## src/design/dfm_pkg.sv

```systemverilog
`default_nettype none

package dfm_pkg;

    localparam int unsigned HDR_BYTES       = 8;
    localparam int unsigned DFM_QUEUE_DEPTH = 4;

    typedef enum logic [1:0] {
        KIND_BODY  = 2'd0,
        KIND_EMPTY = 2'd1,
        KIND_SHORT = 2'd2
    } kind_t;

    // Header byte positions
    localparam logic [2:0] HDR_POS_TYPE_HI = 3'd4;
    localparam logic [2:0] HDR_POS_VERSION = 3'd6;
    localparam logic [2:0] HDR_POS_LAST    = 3'd7;

    typedef struct packed {
        kind_t       kind;
        logic [7:0]  body_byte;
        logic [15:0] frame_type;
        logic [7:0]  version;
        logic [7:0]  reserved_byte;
        logic        last;
    } result_t;

    typedef struct packed {
        logic    push;
        result_t entry;
    } push_t;

endpackage

`default_nettype wire

```

## src/design/dfm_if.sv

```systemverilog
`default_nettype none

interface dfm_byte_if;
    logic       valid;
    logic       ready;
    logic [7:0] stream_byte;

    modport source (output valid, output stream_byte, input ready);
    modport sink (input valid, input stream_byte, output ready);
endinterface

interface dfm_result_if;
    logic        valid;
    logic        ready;
    logic [1:0]  kind;
    logic [7:0]  body_byte;
    logic [15:0] frame_type;
    logic [7:0]  version;
    logic [7:0]  reserved_byte;
    logic        last;

    modport source (
        output valid, output kind, output body_byte, output frame_type,
        output version, output reserved_byte, output last, input ready
    );
    modport sink (
        input valid, input kind, input body_byte, input frame_type,
        input version, input reserved_byte, input last, output ready
    );
endinterface

`default_nettype wire

```

## src/design/dfm_front.sv

```systemverilog
`default_nettype none

module dfm_front (
    input  wire logic          clk,
    input  wire logic          rst_n,
    input  wire logic          accept,
    input  wire logic [7:0]    stream_byte,
    output dfm_pkg::push_t     push
);
    import dfm_pkg::*;

    logic        in_body_reg, in_body_next;
    logic [2:0]  header_count_reg, header_count_next;
    logic [31:0] length_reg, length_next;
    logic [15:0] type_reg, type_next;
    logic [7:0]  version_reg, version_next;
    logic [7:0]  reserved_reg, reserved_next;
    logic [31:0] remaining_reg, remaining_next;

    always_ff @(posedge clk or negedge rst_n)
    begin
        if (!rst_n)
        begin
            in_body_reg      <= 1'b0;
            header_count_reg <= '0;
            length_reg       <= '0;
            type_reg         <= '0;
            version_reg      <= '0;
            reserved_reg     <= '0;
            remaining_reg    <= '0;
        end
        else
        begin
            in_body_reg      <= in_body_next;
            header_count_reg <= header_count_next;
            length_reg       <= length_next;
            type_reg         <= type_next;
            version_reg      <= version_next;
            reserved_reg     <= reserved_next;
            remaining_reg    <= remaining_next;
        end
    end

    always_comb
    begin
        in_body_next      = in_body_reg;
        header_count_next = header_count_reg;
        length_next       = length_reg;
        type_next         = type_reg;
        version_next      = version_reg;
        reserved_next     = reserved_reg;
        remaining_next    = remaining_reg;

        push.push               = 1'b0;
        push.entry.kind         = KIND_BODY;
        push.entry.body_byte    = '0;
        push.entry.frame_type   = type_reg;
        push.entry.version      = version_reg;
        push.entry.reserved_byte = reserved_reg;
        push.entry.last         = 1'b0;

        if (accept)
        begin
            if (in_body_reg)
            begin
                push.push            = 1'b1;
                push.entry.body_byte = stream_byte;
                push.entry.last      = (remaining_reg <= 32'd1);
                if (remaining_reg != '0)
                begin
                    remaining_next = remaining_reg - 32'd1;
                end
                if (remaining_next == '0)
                begin
                    in_body_next      = 1'b0;
                    header_count_next = '0;
                end
            end
            else
            begin
                case (header_count_reg) inside
                    [3'd0:3'd3]:
                        length_next = {length_reg[23:0], stream_byte};
                    [HDR_POS_TYPE_HI:3'd5]:
                        type_next = {type_reg[7:0], stream_byte};
                    HDR_POS_VERSION:
                        version_next = stream_byte;
                    default:
                        reserved_next = stream_byte;
                endcase

                if (header_count_reg != HDR_POS_LAST)
                begin
                    header_count_next = header_count_reg + 3'd1;
                end
                else
                begin
                    // Header complete: classify the total length
                    header_count_next        = '0;
                    push.entry.reserved_byte = stream_byte;
                    if (length_reg < 32'(HDR_BYTES))
                    begin
                        push.push       = 1'b1;
                        push.entry.kind = KIND_SHORT;
                        push.entry.last = 1'b1;
                    end
                    else if (length_reg == 32'(HDR_BYTES))
                    begin
                        push.push       = 1'b1;
                        push.entry.kind = KIND_EMPTY;
                        push.entry.last = 1'b1;
                    end
                    else
                    begin
                        remaining_next = length_reg - 32'(HDR_BYTES);
                        in_body_next   = 1'b1;
                    end
                end
            end
        end
    end

`ifndef ASSERT_OFF
    a_body_count_nonzero: assert property (@(posedge clk) disable iff (!rst_n)
        in_body_reg |-> remaining_reg != '0)
        else $error("in body with no bytes left");

    a_last_leaves_body: assert property (@(posedge clk) disable iff (!rst_n)
        accept && in_body_reg && remaining_reg == 32'd1 |=>
            !in_body_reg && header_count_reg == '0)
        else $error("final body byte did not return to header parsing");

    a_push_needs_accept: assert property (@(posedge clk) disable iff (!rst_n)
        push.push |-> accept)
        else $error("result pushed without an accepted transaction");
`endif

endmodule

`default_nettype wire

```

## src/design/dfm_queue.sv

```systemverilog
`default_nettype none

module dfm_queue #(
    parameter int unsigned DEPTH = dfm_pkg::DFM_QUEUE_DEPTH
) (
    input  wire logic             clk,
    input  wire logic             rst_n,
    input  wire dfm_pkg::push_t   push,
    output logic                  full,
    output logic                  head_valid,
    output dfm_pkg::result_t      head,
    input  wire logic             pop_ready
);
    import dfm_pkg::*;

    localparam int unsigned AW = (DEPTH > 1) ? $clog2(DEPTH) : 1;
    localparam int unsigned CW = $clog2(DEPTH + 1);

    result_t         mem [DEPTH];
    logic [AW-1:0]   wr_ptr_reg, wr_ptr_next;
    logic [AW-1:0]   rd_ptr_reg, rd_ptr_next;
    logic [CW-1:0]   count_reg, count_next;
    logic            do_push, do_pop;

    assign full       = (count_reg == CW'(DEPTH));
    assign head_valid = (count_reg != '0);
    assign head       = mem[rd_ptr_reg];
    assign do_push    = push.push && !full;
    assign do_pop     = head_valid && pop_ready;

    always_comb
    begin
        wr_ptr_next = wr_ptr_reg;
        rd_ptr_next = rd_ptr_reg;
        count_next  = count_reg;
        if (do_push)
        begin
            wr_ptr_next = (wr_ptr_reg == AW'(DEPTH - 1)) ? '0 : wr_ptr_reg + AW'(1);
        end
        if (do_pop)
        begin
            rd_ptr_next = (rd_ptr_reg == AW'(DEPTH - 1)) ? '0 : rd_ptr_reg + AW'(1);
        end
        if (do_push && !do_pop)
        begin
            count_next = count_reg + CW'(1);
        end
        else if (do_pop && !do_push)
        begin
            count_next = count_reg - CW'(1);
        end
    end

    always_ff @(posedge clk or negedge rst_n)
    begin
        if (!rst_n)
        begin
            wr_ptr_reg <= '0;
            rd_ptr_reg <= '0;
            count_reg  <= '0;
        end
        else
        begin
            wr_ptr_reg <= wr_ptr_next;
            rd_ptr_reg <= rd_ptr_next;
            count_reg  <= count_next;
        end
    end

    always_ff @(posedge clk)
    begin
        if (do_push)
        begin
            mem[wr_ptr_reg] <= push.entry;
        end
    end

`ifndef ASSERT_OFF
    a_no_overflow: assert property (@(posedge clk) disable iff (!rst_n)
        push.push |-> !full)
        else $error("transaction pushed into full queue");

    a_count_bound: assert property (@(posedge clk) disable iff (!rst_n)
        count_reg <= CW'(DEPTH))
        else $error("queue count out of range");

    a_count_tracks: assert property (@(posedge clk) disable iff (!rst_n)
        do_push && !do_pop |=> count_reg == $past(count_reg) + CW'(1))
        else $error("queue count did not advance on push");
`endif

endmodule

`default_nettype wire

```

## src/design/length_prefixed_message_deframer.sv

```systemverilog
// A result is written into the result queue when the byte that causes it is accepted; tx is driven from the queue head.
// Throughput: one byte per cycle; rx.ready drops only when the result queue is full.
// The queue between the header/body parser and the output holds DEPTH results.
// Reset (rst_n, asynchronous, active low) clears the parser to header parsing and
// empties the queue; header fields and the body count reset to zero.
`default_nettype none

module length_prefixed_message_deframer #(
    parameter int unsigned DEPTH = dfm_pkg::DFM_QUEUE_DEPTH
) (
    input  wire logic     clk,
    input  wire logic     rst_n,
    dfm_byte_if.sink      rx,
    dfm_result_if.source  tx
);
    import dfm_pkg::*;

    push_t   push;
    result_t head;
    logic    full;
    logic    head_valid;

    assign rx.ready = !full;

    dfm_front u_front (
        .clk         (clk),
        .rst_n       (rst_n),
        .accept      (rx.valid && rx.ready),
        .stream_byte (rx.stream_byte),
        .push        (push)
    );

    dfm_queue #(
        .DEPTH (DEPTH)
    ) u_queue (
        .clk        (clk),
        .rst_n      (rst_n),
        .push       (push),
        .full       (full),
        .head_valid (head_valid),
        .head       (head),
        .pop_ready  (tx.ready)
    );

    assign tx.valid         = head_valid;
    assign tx.kind          = head.kind;
    assign tx.body_byte     = head.body_byte;
    assign tx.frame_type    = head.frame_type;
    assign tx.version       = head.version;
    assign tx.reserved_byte = head.reserved_byte;
    assign tx.last          = head.last;

endmodule

`default_nettype wire

```

## src/flat_wrapper.sv

```systemverilog
// flat-port wrapper written by rule: the top's interface ports become plain ports
module length_prefixed_message_deframer_flat import dfm_pkg::*;
#(
    parameter int unsigned DEPTH = dfm_pkg::DFM_QUEUE_DEPTH
)
  (clk, rst_n, rx_valid, rx_stream_byte, rx_ready, tx_valid, tx_kind, tx_body_byte, tx_frame_type, tx_version, tx_reserved_byte, tx_last, tx_ready);
  dfm_byte_if rx_i ();
  dfm_result_if tx_i ();
  input  wire logic clk;
  input  wire logic rst_n;
  input wire logic [$bits(rx_i.valid)-1:0] rx_valid;
  input wire logic [$bits(rx_i.stream_byte)-1:0] rx_stream_byte;
  output wire logic [$bits(rx_i.ready)-1:0] rx_ready;
  output wire logic [$bits(tx_i.valid)-1:0] tx_valid;
  output wire logic [$bits(tx_i.kind)-1:0] tx_kind;
  output wire logic [$bits(tx_i.body_byte)-1:0] tx_body_byte;
  output wire logic [$bits(tx_i.frame_type)-1:0] tx_frame_type;
  output wire logic [$bits(tx_i.version)-1:0] tx_version;
  output wire logic [$bits(tx_i.reserved_byte)-1:0] tx_reserved_byte;
  output wire logic [$bits(tx_i.last)-1:0] tx_last;
  input wire logic [$bits(tx_i.ready)-1:0] tx_ready;
  assign rx_i.valid = rx_valid;
  assign rx_i.stream_byte = rx_stream_byte;
  assign rx_ready = rx_i.ready;
  assign tx_valid = tx_i.valid;
  assign tx_kind = tx_i.kind;
  assign tx_body_byte = tx_i.body_byte;
  assign tx_frame_type = tx_i.frame_type;
  assign tx_version = tx_i.version;
  assign tx_reserved_byte = tx_i.reserved_byte;
  assign tx_last = tx_i.last;
  assign tx_i.ready = tx_ready;
  length_prefixed_message_deframer #(.DEPTH(DEPTH)) u_core (.clk(clk), .rst_n(rst_n), .rx(rx_i), .tx(tx_i));
endmodule
```

## config.mk

```make
export PLATFORM = sky130hd
export DESIGN_NAME = length_prefixed_message_deframer_flat
export DESIGN_NICKNAME = d
export VERILOG_FILES = /design/src/design/dfm_pkg.sv /design/src/design/dfm_if.sv /design/src/design/dfm_front.sv /design/src/design/dfm_queue.sv /design/src/design/length_prefixed_message_deframer.sv /design/src/flat_wrapper.sv
export SDC_FILE = /design/constraint.sdc
export NUM_CORES = 1
export LEC_CHECK = 0
export ABC_AREA = 1
export BUFFER_PORTS_ARGS = -buffer_cell sky130_fd_sc_hd__buf_2
export CAP_MARGIN = 20
export CORE_MARGIN = 2
export CORE_UTILIZATION = 50
export DETAILED_ROUTE_END_ITERATION = 8
export PLACE_DENSITY = 0.75
export SLEW_MARGIN = 20
export SYNTH_ARGS = -nofsm -noshare
export SYNTH_HDL_FRONTEND = slang
export SYNTH_SLANG_ARGS = --single-unit
```

## constraint.sdc

```tcl
create_clock -name clk -period 8.5 [get_ports clk]
set_clock_uncertainty 0.15 [all_clocks]
set_input_delay 0.425 -clock clk [delete_from_list [all_inputs] [get_ports clk]]
set_output_delay 0.425 -clock clk [all_outputs]
set_load 0.01 [all_outputs]
```

**Word level (Yosys, flattened, before mapping)**

Memories as Yosys holds them, arrays and structs flattened.
Index checks and enable logic that the tools add are counted.

- Bits in registers: 107
- Bits in writable memories: 172
- Output and inout port bits: 45
- Word-level logic and storage cells: 92
- Memories kept: 1

- Add/sub/neg operators: 7
- $lt $le $gt $ge: 6
- Eq/ne operators: 10
- Mux-type cells: 34
- Bitwise gates (word level): 4
- Reductions and logical operators: 20

Memory list:

| name | words | bits a word | read ports | clocked after memory_dff | wr ports | line | RTL |
|---|---|---|---|---|---|---|---|
| u_core.u_queue.mem | 4 | 43 | 1 | 0 | 1 | dfm_queue.sv:19 | `result_t mem [DEPTH];` |

Operators with widths:

| kind | number |
|---|---|
| $mux W32 | 7 |
| $eq A32 B4 Y1 const B | 1 |
| $le A32 B1 Y1 const B | 1 |
| $logic_not A32 Y1 | 1 |
| $lt A32 B4 Y1 const B | 1 |
| $reduce_bool A32 Y1 | 1 |
| $sub A32 B1 Y32 const B | 1 |
| $sub A32 B4 Y32 const B | 1 |
| $mux W3 | 8 |
| $mux W9 | 2 |
| $mux W8 | 2 |
| $mux W1 | 11 |
| $mux W11 | 1 |
| $reduce_and A5 Y1 | 2 |
| $reduce_and A4 Y1 | 2 |
| $logic_and A1 B1 Y1 | 7 |
| $add A3 B1 Y3 const B | 2 |
| $eq A3 B3 Y1 const B | 2 |
| $mux W2 | 3 |
| $ne A2 B2 Y1 const B | 3 |
| $add A2 B1 Y2 const B | 2 |
| $eq A2 B2 Y1 const B | 2 |
| $not A1 Y1 | 4 |
| $ge A3 B1 Y1 const B | 1 |
| 11 further kinds | 13 |

**Depth between registers and ports, before layout**

Gate-level depths: netlist of the first run.

- Word-level depth: 11
- Mapped depth: 17
- Gate-level depth less buffers: 16

**Cells and area by module**

Synthesis of the first run repeated with hierarchy kept, for this count alone.

- Cells, all modules: 1455
- Area, all modules: 13519.2 µm²

By module, submodules not included:

| module | instances | cells an instance | area an instance (µm²) |
|---|---|---|---|
| dfm_queue | 1 | 561 | 7221.9 |
| dfm_front | 1 | 891 | 6283.5 |
| length_prefixed_message_deframer | 1 | 3 | 13.8 |

**Worst setup path after synthesis of the first run**

No wires, ideal clock.

- Kind: reg-to-reg
- Start: reg u_core.u_front.length_reg[6]
- End: mem u_core.u_queue.mem[0][0] (netlist bit) (enable)
- Arrival time: 3.396 ns
- Data required time: 7.906 ns
- Path slack: 4.510 ns
- Stages on the path, launching flop included: 12
- Path buffers: 0
- Period minus slack after synthesis: 3.990 ns
- Cells stage by stage: dfrtp_1 > inv_2 > nand2_2 > nor2_2 > nand2_2 > nor3_4 > inv_2 > nor2_4 > nor2_1 > o21ai_1 > inv_1 > nor2_1

- Word-level cells in the longest chain between the ends: 9

Ends and longest elaborated chain:

| element | line | RTL |
|---|---|---|
| start, declared | dfm_front.sv:14 | `logic [31:0] length_reg, length_next;` |
| start signal, assigned | dfm_front.sv:36 | `length_reg <= length_next;` |
| branches (longest 2 deep; another with $lt A32 B4 Y1) | n/a |  |
| $mux W3 * | dfm_front.sv:101 | `if (length_reg < 32'(HDR_BYTES))` |
| $mux W3 * | dfm_front.sv:92 | `if (header_count_reg != HDR_POS_LAST)` |
| $mux W1 * | dfm_front.sv:64 | `if (in_body_reg)` |
| $mux W11 * | dfm_front.sv:62 | `if (accept)` |
| $logic_and A1 B1 Y1 * | dfm_queue.sv:28 | `assign do_push = push.push && !full;` |
| named net u_core.u_queue.do_push | dfm_queue.sv:23 | `logic do_push, do_pop;` |
| $mux W1 * | dfm_queue.sv:72 | `if (do_push)` |
| $mux W1 (implied by the code) * | dfm_queue.sv:74 | `mem[wr_ptr_reg] <= push.entry;` |
| end, declared | dfm_queue.sv:19 |  |

Mark *: on every way through the listed nets, which the timed path passes.

**Worst setup path after layout of the first run**

- Start: reg u_core.u_queue.rd_ptr_reg[0]
- End: out tx_last

- Word-level cells in the longest chain between the ends: 1

Ends and longest elaborated chain:

| element | line | RTL |
|---|---|---|
| start, declared | dfm_queue.sv:21 | `logic [AW-1:0] rd_ptr_reg, rd_ptr_next;` |
| start signal, assigned | dfm_queue.sv:65 | `rd_ptr_reg <= rd_ptr_next;` |
| $mem_v2 Z4 W43 | n/a |  |
| end, declared | flat_wrapper.sv:20 | `output wire logic [$bits(tx_i.last)-1:0] tx_last;` |

No other way between the ends.

==> results of run 1 <==
[cells by family after synthesis]
logic type | synth area share
buf+inv | 0.0507
mux | 0.00695
fa+ha+maj | 0.0151
simple gates | 0.173
compound gates | 0.132
flops | 0.605
xor+xnor | 0.0176
[routing by layer]
layer | share of wire | global-route usage | wire (um) | up-vias
li1 | - | - | - | 4666
met3 | 0.061 | 0.0319 | 1910 | 76
met2 | 0.48 | 0.388 | 15000 | 374
met1 | 0.42 | 0.308 | 13100 | 4629
met5 | 0 | 0 | 0 | -
met4 | 0.040 | 0.0870 | 1240 | 0
[repair_timing]
action                    CTS  global route
hold endpoints to repair   74             0
resized for setup           0             0
hold buffers                8             0
[cell usage after synthesis (3+ instances only)]
library cell	n
o21ai_0	182
clkbuf_1	43
buf_2	3
mux2_2	8
nand2_1	222
edfxtp_1	172
nor2_1	221
a21oi_1	29
buf_1	3
nor2_4	4
o211ai_2	7
inv_1	95
dfrtp_1	107
buf_6	6
nand3_1	41
nor2_2	10
nand2_2	4
nor3_1	8
nand4_1	16
nor4_1	3
o22ai_1	43
o22ai_2	5
ha_1	14
inv_2	11
o21ai_1	25
xor2_1	25
[worst paths after layout]
path / startpoint / end / cells after the start
setup / recovery: u_core.u_queue.rd_ptr_reg[0] / tx_last / 6
hold / removal: rx_stream_byte[4] / u_core.u_front.length_reg[4] / 3
setup reg to reg: u_core.u_front.in_body_reg / u_core.u_queue.mem[1][6] / 7
hold reg to reg: u_core.u_front.reserved_reg[2] / u_core.u_front.reserved_reg[2] / 2
max in group asynchronous: rst_n / u_core.u_front.type_reg[14] / 3
min in group asynchronous: rst_n / u_core.u_front.remaining_reg[12] / 2
[where the power goes]
group	internal, mW	switching [mW]
Combinational	0.673	1.45
Clock	0.766	0.533
Sequential	1.89	0.278
[worst min-delay path, delay by kind of cell]
| family | cells | cell delay [ns] |
|---|---|---|
| compound gates | 1 | 0.09 |
| buf+inv | 1 | 0.13 |
| simple gates | 1 | 0.09 |
[final cells by class]
| class | count | area [um2] |
|---|---|---|
| tap | 330 | 413 |
| timing repair buffer | 76 | 477 |
| multi-input combinational | 890 | 4500 |
| clock buffer | 34 | 763 |
| sequential | 279 | 7840 |
| fill | 2096 | 10700 |
| clock inverter | 18 | 226 |
| inverter | 107 | 402 |
==> summary.md, run 1 <==
| Metric | Value |
|---|---|
| WL/cell | `around 18 um` |
| Final Critical Period | `3.55 ns` |
| Max-Cap Viols | `0` |
| Worst skew pair latency | `between 0.5 and 0.6 ns` |
| Post-synthesis instance total | `between 1000 and 1500` |
| Initial Util | `0.512` |
| Most used cell along the critical path | `buf_4` |
| Fin. Hold Viols | `0` |
| Placed Instance Area | `13500 um2` |
| Most common cell after layout, fill and taps aside | `nand2_1` |
| Reg2Reg Setup Slack | `5.12 ns` |
| Via count of the first global-routing pass | `9219` |
| Seq cells post-synth | `approximately 280` |
| Crit-path slowest cell | `buf_4` |
| CTS tree | `built` |
| Hold Slack | `a little under 0.06 ns` |
| Main synth FF type | `edfxtp_1` |
| Final cell count without fillers | `around 1700` |
| Final Net Count | `roughly 1400` |
| Crit path max-delay family | `buffers and inverters` |
| Rel. slew slack | `0.302` |
| Mapped Nets | `1358` |
| Post-synth EDFFs | `roughly 170` |
| Flip-flop count of the largest register after layout | `about 170` |
| Crit path setup slack, layout | `4.95 ns` |
| RSZ-0062 raised after global routing | `no` |
| Worst-Margin Slew | `1.05 ns` |
| Die extent in x | `between 150 and 200 um` |
| Setup TNS | `0 ns` |
| Ant. Diodes | `0` |
| Worst EP required | `just under 8 ns` |
| DRC | `0` |
| 1st-iter DRT viols | `832` |
| Leading cell types in the layout, fill and taps excluded | `nand2_1, nor2_1, o21ai_0` |
| Final core occ | `0.577` |
| WP buf/inv | `4` |
| Fraction of layout cells with a size suffix above 1 | `0.127` |
| Yosys Warn Count | `0` |
| Critical path arrival | `between 2 and 3 ns` |
| Worst setup EP type | `output pin` |
| Post-place setup slack | `just over 5 ns` |
| CP cell instances | `buf_4 -> inv_2 -> buf_4 -> o21ai_0 -> o22ai_1 -> buf_2` |
| Antenna Nets Post-Route | `0` |
| Rows | `58` |
| Synth cell types | `44` |
| Largest area contributor in the netlist | `edfxtp_1` |
| Vias per cell | `5.62` |
| Reg clk slew, reported paths | `0.07 ns` |
| Max Freq | `0.282 GHz` |
| Final setup violating endpoints | `0` |
| Max incr delay on CP | `0.62 ns` |
| Status | `completed` |
| Max Buffers Root-to-Sink | `3` |
| Post-DP HPWL | `20.3 mm` |
| Post-route clock period utilization | `0.418` |
| Static leakage | `5.83 nW` |
| Max Slew Vio Count | `0` |
| Max IR drop VDD | `212 uV` |
| Tot GR Track Use | `0.231` |
| Ys async rst share | `0.384` |
| Final Cell Area | `approximately 15000 um2` |
| Worst hold path type | `input port to flop` |
| Die area | `27200 um2` |
| First-pass DRT Iterations | `6` |
| Routed via count | `9745` |
| Yosys top cell area share | `0.399` |
| H-tree Lvls | `1` |
| Worst-path fanout max | `89` |
| Placed cells | `1673` |
| Antenna violations before repair | `0` |
| CTS sink cnt | `279` |
| Crit path kind | `flop to output pin` |
| GR Overflow Total | `0` |
| Clock root buffer | `clkbuf_16` |
| Syn Area/Cell | `9.74 um2` |
| Critical path startpoint category | `flop` |
| Maximum number of pins on one net before global-route repair | `90` |
| Cts bufs inserted | `28` |
| Top cells by area, synth | `edfxtp_1, dfrtp_1, o21ai_0, nand2_1, nor2_1` |
| Port Buffers | `56` |
| Register area share after synthesis | `0.605` |
| Placer Congestion | `0.939` |
| Layout area overhead | `12.8%` |
| DIE HEIGHT | `165 um` |
| Core area | `25300 um2` |
| Pwr dens | `382 nW/um2` |
| Total Power | `5.58 mW` |
| Routed wire length | `31.3 mm` |
| Synthesized area | `13000 um2` |
| First-pass GRT wire length | `slightly below 50 mm` |
| Post-CTS Setup Inserts | `0` |
| I/O Pins | `57` |
Power figures use the tool's default switching activity.
==> inputs of run 2 (changes only) <==
--- a/config.mk
+++ b/config.mk
@@ -11,7 +11,7 @@
 export CORE_MARGIN = 2
 export CORE_UTILIZATION = 50
 export DETAILED_ROUTE_END_ITERATION = 8
-export PLACE_DENSITY = 0.75
+export PLACE_DENSITY = 0.77
 export SLEW_MARGIN = 20
 export SYNTH_ARGS = -nofsm -noshare
 export SYNTH_HDL_FRONTEND = slang
==> constraint.sdc (replaced) <==
create_clock -name clk -period 3.16 [get_ports clk]
set_clock_uncertainty 0.15 [all_clocks]
set_input_delay 0.158 -clock clk [delete_from_list [all_inputs] [get_ports clk]]
set_output_delay 0.158 -clock clk [all_outputs]
set_load 0.01 [all_outputs]
==> run 2 against run 1 <==
First-iteration DRC count rose by 19%. Critical path depth rose by 9. Setup slack got worse by 4.7 ns. Clock-buffer cell count rose by 1. Non-clock buffer count rose by 18. Die area did not move. Clock power rose by 150%. Wire length rose by 2.8%. Sequential power rose to 2.7 times the previous value. Critical path type is now flop to flop. Critical endpoint is now u_core.u_queue.count_reg[2]. Largest power group unchanged.
==> summary.md, run 2 (same netlist as run 1, synthesis figures left out) <==
| Metric | Value |
|---|---|
| I/O Pins | `57 (unchanged)` |
| Worst EP required | `3.44 ns (-4.49 ns)` |
| Final cell count without fillers | `1752 (+1.0%)` |
| Setup TNS | `0 ns (unchanged)` |
| Port Buffers | `56 (unchanged)` |
| WL/cell | `18.3 um (+1.7%)` |
| Flip-flop count of the largest register after layout | `172 (unchanged)` |
| FF-to-FF path depth | `15 (+8)` |
| Routed wire length | `32.1 mm (+2.8%)` |
| Max IR drop VDD | `610 uV (+190%)` |
| Reg2Reg Setup Slack | `0.29 ns (-4.83 ns)` |
| Worst setup EP type | `flop` |
| Tot GR Track Use | `0.238 (+0.00701)` |
| Max Freq | `0.349 GHz` |
| Placed cells | `1689 (+0.96%)` |
| Most common cell after layout, fill and taps aside | `nand2_1` |
| Layout area overhead | `13.8%` |
| Ant. Diodes | `0 (unchanged)` |
| H-tree Lvls | `1 (unchanged)` |
| Leading cell types in the layout, fill and taps excluded | `nand2_1, nor2_1, o21ai_0` |
| Fill cells | `2100 (+0.19%)` |
| Final setup violating endpoints | `0 (unchanged)` |
| Crit path setup slack, layout | `0.291 ns (-4.66 ns)` |
| 1st-iter DRT viols | `987 (+19%)` |
| Antenna Nets Post-Route | `0 (unchanged)` |
| DRC | `0 (unchanged)` |
| Fraction of layout cells with a size suffix above 1 | `0.135 (+0.00753)` |
| Worst skew pair latency | `0.56 ns (about the same)` |
| Via count of the first global-routing pass | `9561 (+3.7%)` |
| Maximum number of pins on one net before global-route repair | `89 (-1.1%)` |
| Final Critical Period | `around 2.9 ns` |
| First-pass GRT wire length | `50.4 mm (+2.8%)` |
| Crit Reg-Reg Startpoint | `u_core.u_front.length_reg[8]` |
| Routed via count | `9969 (+2.3%)` |
| DIE HEIGHT | `165 um (unchanged)` |
| Status | `completed` |
| Reg clk slew, reported paths | `0.06 ns (about the same)` |
| Worst hold path type | `input port to async pin` |
| Worst-path fanout max | `4 (-96%)` |
| Max Buffers Root-to-Sink | `3 (unchanged)` |
| Crit path kind | `flop to flop` |
| Final core occ | `0.582 (+0.00479)` |
| CTS sink cnt | `279 (unchanged)` |
| Max Slew Vio Count | `0 (unchanged)` |
| Pwr dens | `1010 nW/um2 (+160%)` |
| Fin. Hold Viols | `0 (unchanged)` |
| Worst-Margin Slew | `0.868 ns (-0.177 ns)` |
| Core area | `25300 um2 (unchanged)` |
| Rows | `58 (unchanged)` |
| Clock root buffer | `clkbuf_16` |
| Critical path startpoint category | `flop` |
| R2r endpoint | `u_core.u_queue.count_reg[2]` |
| First-pass DRT Iterations | `6 (unchanged)` |
| Final Net Count | `1427 (+1.3%)` |
| Post-DP HPWL | `21.5 mm (+5.7%)` |
| RSZ-0062 raised after global routing | `no` |
| Critical path arrival | `3.15 ns (+0.17 ns)` |
| Placer Congestion | `0.935 (-0.50%)` |
| Static leakage | `5.91 nW (+1.3%)` |
| GR Overflow Total | `0 (unchanged)` |
| Max-Cap Viols | `0 (unchanged)` |
| Initial Util | `0.512 (unchanged)` |
| Die extent in x | `165 um (unchanged)` |
| Vias per cell | `5.69 (+1.2%)` |
| Post-place setup slack | `0.275 ns (-4.89 ns)` |
| Antenna violations before repair | `0 (unchanged)` |
| Rel. slew slack | `0.421 (+0.119)` |
| CTS tree | `built` |
| Die area | `27200 um2 (unchanged)` |
| Post-route clock period utilization | `0.908` |
| Cts bufs inserted | `28 (unchanged)` |
==> run 2: timing repair <==
action	in CTS	in global routing
hold endpoints to repair	92	0
setup buffers	0	0
hold buffers	11	0
gates resized for setup	0	0
==> run 2: worst max path at each step <==
stage | start | to | cells after the start
2_1_floorplan | u_core.u_front.length_reg[6] | u_core.u_queue.mem[0][0] | 11
3_3_place_gp | u_core.u_front.length_reg[26] | u_core.u_queue.count_reg[2] | 13
3_5_place_dp | u_core.u_front.length_reg[16] | u_core.u_queue.count_reg[2] | 13
4_1_cts | u_core.u_front.length_reg[8] | u_core.u_queue.count_reg[2] | 15
5_1_grt | u_core.u_front.length_reg[26] | u_core.u_queue.count_reg[2] | 13
6_report | u_core.u_front.length_reg[8] | u_core.u_queue.count_reg[2] | 15
==> run 2: layout make-up <==
class | instances | area [um2] | share of cell area
clock buffers | 35 | 767 | 0.0520
clock inverters | 17 | 138 | 0.00934
inverters | 107 | 402 | 0.0272
multi-input cells | 890 | 4500 | 0.305
flip-flops and latches | 279 | 7840 | 0.532
well taps | 330 | 413 | 0.0280
repair buffers | 94 | 683 | 0.0463
==> run 2: power breakdown <==
group | internal (mW) | switching (mW) | leakage [nW] | total (mW)
Sequential | 5.08 | 0.776 | 2.94 | 5.85
Clock | 1.81 | 1.39 | 0.451 | 3.20
Combinational | 1.90 | 3.94 | 2.52 | 5.83
Total | 8.78 | 6.10 | 5.91 | 14.9
==> run 2: critical path: stages (launching register included) <==
cell and delay (ns):
dfrtp_1 0.40, inv_1 0.11, nand2_1 0.10, nor2_1 0.14, nand2_2 0.12, nor3_4 0.15, inv_2 0.08, nor2_4 0.11
nor2_1 0.07, o21ai_1 0.27, ha_1 0.20, inv_1 0.06, fa_1 0.37, a21oi_1 0.15, o21ai_0 0.12, xor2_1 0.16
==> run 2: per-stage QoR <==
stage	hold WS, ns	total power, mW	area [um2]
after detailed placement	0.144	11.7	13700
final	0.0905	14.9	14700
after CTS	0.123	14.9	14700
after global routing	0.169	15.9	14700
after global placement	0.142	11.5	13700
after floorplan	-0.288	9.65	13000
==> run 2: layer usage <==
layer	routed length [um]	vias up	global-route usage
met5	0	-	0
met4	1120	0	0.0862
met3	1960	78	0.0256
met2	15800	393	0.405
met1	13300	4793	0.319
li1	-	4705	-
==> inputs of run 3 (changes only) <==
--- a/config.mk
+++ b/config.mk
@@ -8,10 +8,12 @@
 export ABC_AREA = 1
 export BUFFER_PORTS_ARGS = -buffer_cell sky130_fd_sc_hd__buf_2
 export CAP_MARGIN = 20
+export CELL_PAD_IN_SITES_DETAIL_PLACEMENT = 0
+export CELL_PAD_IN_SITES_GLOBAL_PLACEMENT = 1
 export CORE_MARGIN = 2
-export CORE_UTILIZATION = 50
+export CORE_UTILIZATION = 44
 export DETAILED_ROUTE_END_ITERATION = 8
-export PLACE_DENSITY = 0.77
+export PLACE_DENSITY = 0.84
 export SLEW_MARGIN = 20
 export SYNTH_ARGS = -nofsm -noshare
 export SYNTH_HDL_FRONTEND = slang
==> run 3 against run 2 <==
Setup slack got worse by 0.035 ns. Power grew 2.6%. Clock-buffer cell count is 3 lower. Non-clock buffer count is 3 higher. Register-to-register slack got worse by 0.03 ns. First-iteration DRC count is 12% lower. Hold slack worse by 0.052 ns. Critical path type unchanged. Largest power group unchanged.
==> summary.md, run 3 (same netlist as run 1, synthesis figures left out) <==
| Metric | Value |
|---|---|
| Initial Util | `0.449 (-0.0626)` |
| H-tree Lvls | `1 (unchanged)` |
| Pwr dens | `1020 nW/um2 (+1.3%)` |
| Final Net Count | `1431 (+0.28%)` |
| Rows | `62 (+6.9%)` |
| Worst EP required | `3.25 ns (-0.19 ns)` |
| Cts bufs inserted | `29 (+3.6%)` |
| Placed Instance Area | `13800 um2 (+0.57%)` |
| First-pass DRT Iterations | `5 (-1)` |
| Port Buffers | `56 (unchanged)` |
| Vias per cell | `5.39 (-5.3%)` |
| CTS sink cnt | `279 (unchanged)` |
| Worst setup EP type | `flop` |
| Clock root buffer | `clkbuf_16` |
| CP cell instances | `inv_2 -> nand2_2 -> nor2_2 -> nand2_2 -> nor3_4 -> inv_2 -> nor2_4 -> nor2_1 -> o21ai_2 -> buf_4 -> inv_1 -> nor2_4 -> buf_12` |
| Static leakage | `5.96 nW (+0.83%)` |
| Clock power share | `0.233 (+0.018)` |
| GR Overflow Total | `0 (unchanged)` |
| Placer Congestion | `0.904 (-3.2%)` |
| WL/cell | `18.1 um (-1.5%)` |
| Internal power | `9.08 mW (+3.3%)` |
| Leading cell types in the layout, fill and taps excluded | `nand2_1, nor2_1, o21ai_0` |
| Status | `completed` |
| Placed cells | `1746 (+3.4%)` |
| Antenna violations before repair | `2 (+2)` |
| Seq pwr share | `0.385 (-0.008)` |
| Die area | `30800 um2 (+13%)` |
| Final cell count without fillers | `1812 (+3.4%)` |
| Total Power | `15.3 mW (+2.6%)` |
| DIE HEIGHT | `176 um (+6.4%)` |
| FF-to-FF path depth | `13 (-2)` |
| Max IR drop VDD | `545 uV (-11%)` |
| Reg clk slew, reported paths | `0.07 ns (about the same)` |
| Post-DP HPWL | `22.2 mm (+3.2%)` |
| Final Cell Area | `14900 um2 (+1.2%)` |
| Max Slew Vio Count | `0 (unchanged)` |
| Crit path setup slack, layout | `0.256 ns (-0.0346 ns)` |
| Via count of the first global-routing pass | `9474 (-0.91%)` |
| Final Critical Period | `2.90 ns (+0.0346 ns)` |
| CTS tree | `built` |
| RSZ-0062 raised after global routing | `no` |
| Met1 usage | `0.300 (-0.0190)` |
| Switching Fraction | `0.406 (-0.00451)` |
| NetSw | `6.19 mW (+1.4%)` |
| Most common cell after layout, fill and taps aside | `nand2_1` |
| Fraction of layout cells with a size suffix above 1 | `0.137 (+0.00233)` |
| Tot GR Track Use | `0.216 (-0.0222)` |
| Critical path arrival | `2.99 ns (-0.16 ns)` |
| Maximum number of pins on one net before global-route repair | `65 (-27%)` |
| Max Buffers Root-to-Sink | `3 (unchanged)` |
| Crit-path slowest cell | `dfrtp_1` |
| 1st-iter DRT viols | `868 (-12%)` |
| Final setup violating endpoints | `0 (unchanged)` |
| I/O Pins | `57 (unchanged)` |
| Crit path kind | `flop to flop` |
| Post-route clock period utilization | `0.919 (+0.0110)` |
| Met3 Usage GRT | `0.0361 (+0.0105)` |
| Worst-path fanout max | `40 (+36)` |
| Antenna Nets Post-Route | `0 (unchanged)` |
| DRC | `0 (unchanged)` |
| Routed via count | `9766 (-2.0%)` |
| Fin. Hold Viols | `0 (unchanged)` |
| Flip-flop count of the largest register after layout | `172 (unchanged)` |
| Worst skew pair latency | `0.56 ns (about the same)` |
| Max-Cap Viols | `0 (unchanged)` |
| Max Freq | `0.344 GHz (-1.2%)` |
| Worst hold path type | `input port to async pin` |
| Combinational group share of total power | `0.382 (-0.010)` |
| Layout area overhead | `15.2%` |
| Routed wire length | `32.7 mm (+1.9%)` |
| Die extent in x | `176 um (+6.4%)` |
| M2 GR Usage | `0.349 (-0.0557)` |
| Core area | `28900 um2 (+14%)` |
| Critical path startpoint category | `flop` |
| Rel. slew slack | `0.496 (+0.0752)` |
| Busiest grt layer | `met2` |
| Max incr delay on CP | `0.41 ns (about the same)` |
| First-pass GRT wire length | `52.1 mm (+3.5%)` |
| Worst-Margin Slew | `0.754 ns (-0.114 ns)` |
| Post-place setup slack | `0.209 ns (-0.0664 ns)` |
## run 3: final cells by class
class | count | area, um2
Antenna cell | 1 | 2.50
Clock buffer | 32 | 737
Inverter | 107 | 402
Fill cell | 2614 | 13900
Sequential cell | 279 | 7840
Timing Repair Buffer | 97 | 693
Multi-Input combinational cell | 890 | 4500
Tap cell | 384 | 480
Clock inverter | 22 | 268
## run 3: layer usage
metal | up-vias | part of all wire
met1 | 4717 | 0.44
met5 | - | 0.00055
met4 | 2 | 0.029
li1 | 4718 | -
met3 | 71 | 0.052
met2 | 258 | 0.47
## run 3: path summary, 6_finish.rpt
check                                               start                               end  slack [ns]
setup / recovery             u_core.u_front.length_reg[6]          u_core.u_queue.mem[0][6]        0.26
hold reg to reg            u_core.u_front.reserved_reg[0]    u_core.u_front.reserved_reg[0]        0.34
min in group clk                        rx_stream_byte[3]      u_core.u_front.length_reg[3]        0.22
hold / removal                                      rst_n  u_core.u_front.remaining_reg[11]        0.04
setup reg to reg             u_core.u_front.length_reg[6]          u_core.u_queue.mem[0][6]        0.26
max in group asynchronous                           rst_n        u_core.u_front.type_reg[7]        2.01
## run 3: repair_timing
action / CTS / global route
endpoints found under the hold margin: 87 / 0
endpoints found under the setup margin: 0 / 4
hold buffers: 11 / 0
setup buffers: 0 / 0
gates resized for setup: 0 / 1
## run 3: per-stage QoR
stage               hold slack, ns  setup TNS [ns]  utilization
floorplan                   -0.288          -25.93            -
global placement             0.104               0        0.478
detailed placement           0.107               0        0.478
CTS                         0.0484               0        0.517
global route                0.0970               0        0.517
finish                      0.0383               0        0.517
## run 3: power by group through the flow
stage | clock, mW | combinational (mW) | sequential, mW
after CTS | 3.61 | 5.86 | 5.86
after global placement | 0 | 5.76 | 5.88
final | 3.56 | 5.84 | 5.87
after floorplan | 0 | 3.99 | 5.66
after detailed placement | 0 | 5.82 | 5.92
after global routing | 3.76 | 6.58 | 6.01
## run 3: critical path: cells and delay by family, from the launching register on
kind                   cells  cell delay, ns
AO/OA/AOI/OAI              1            0.19
buffers and inverters      5            0.80
flip-flops                 1            0.41
AND/OR/NAND/NOR            7            1.01
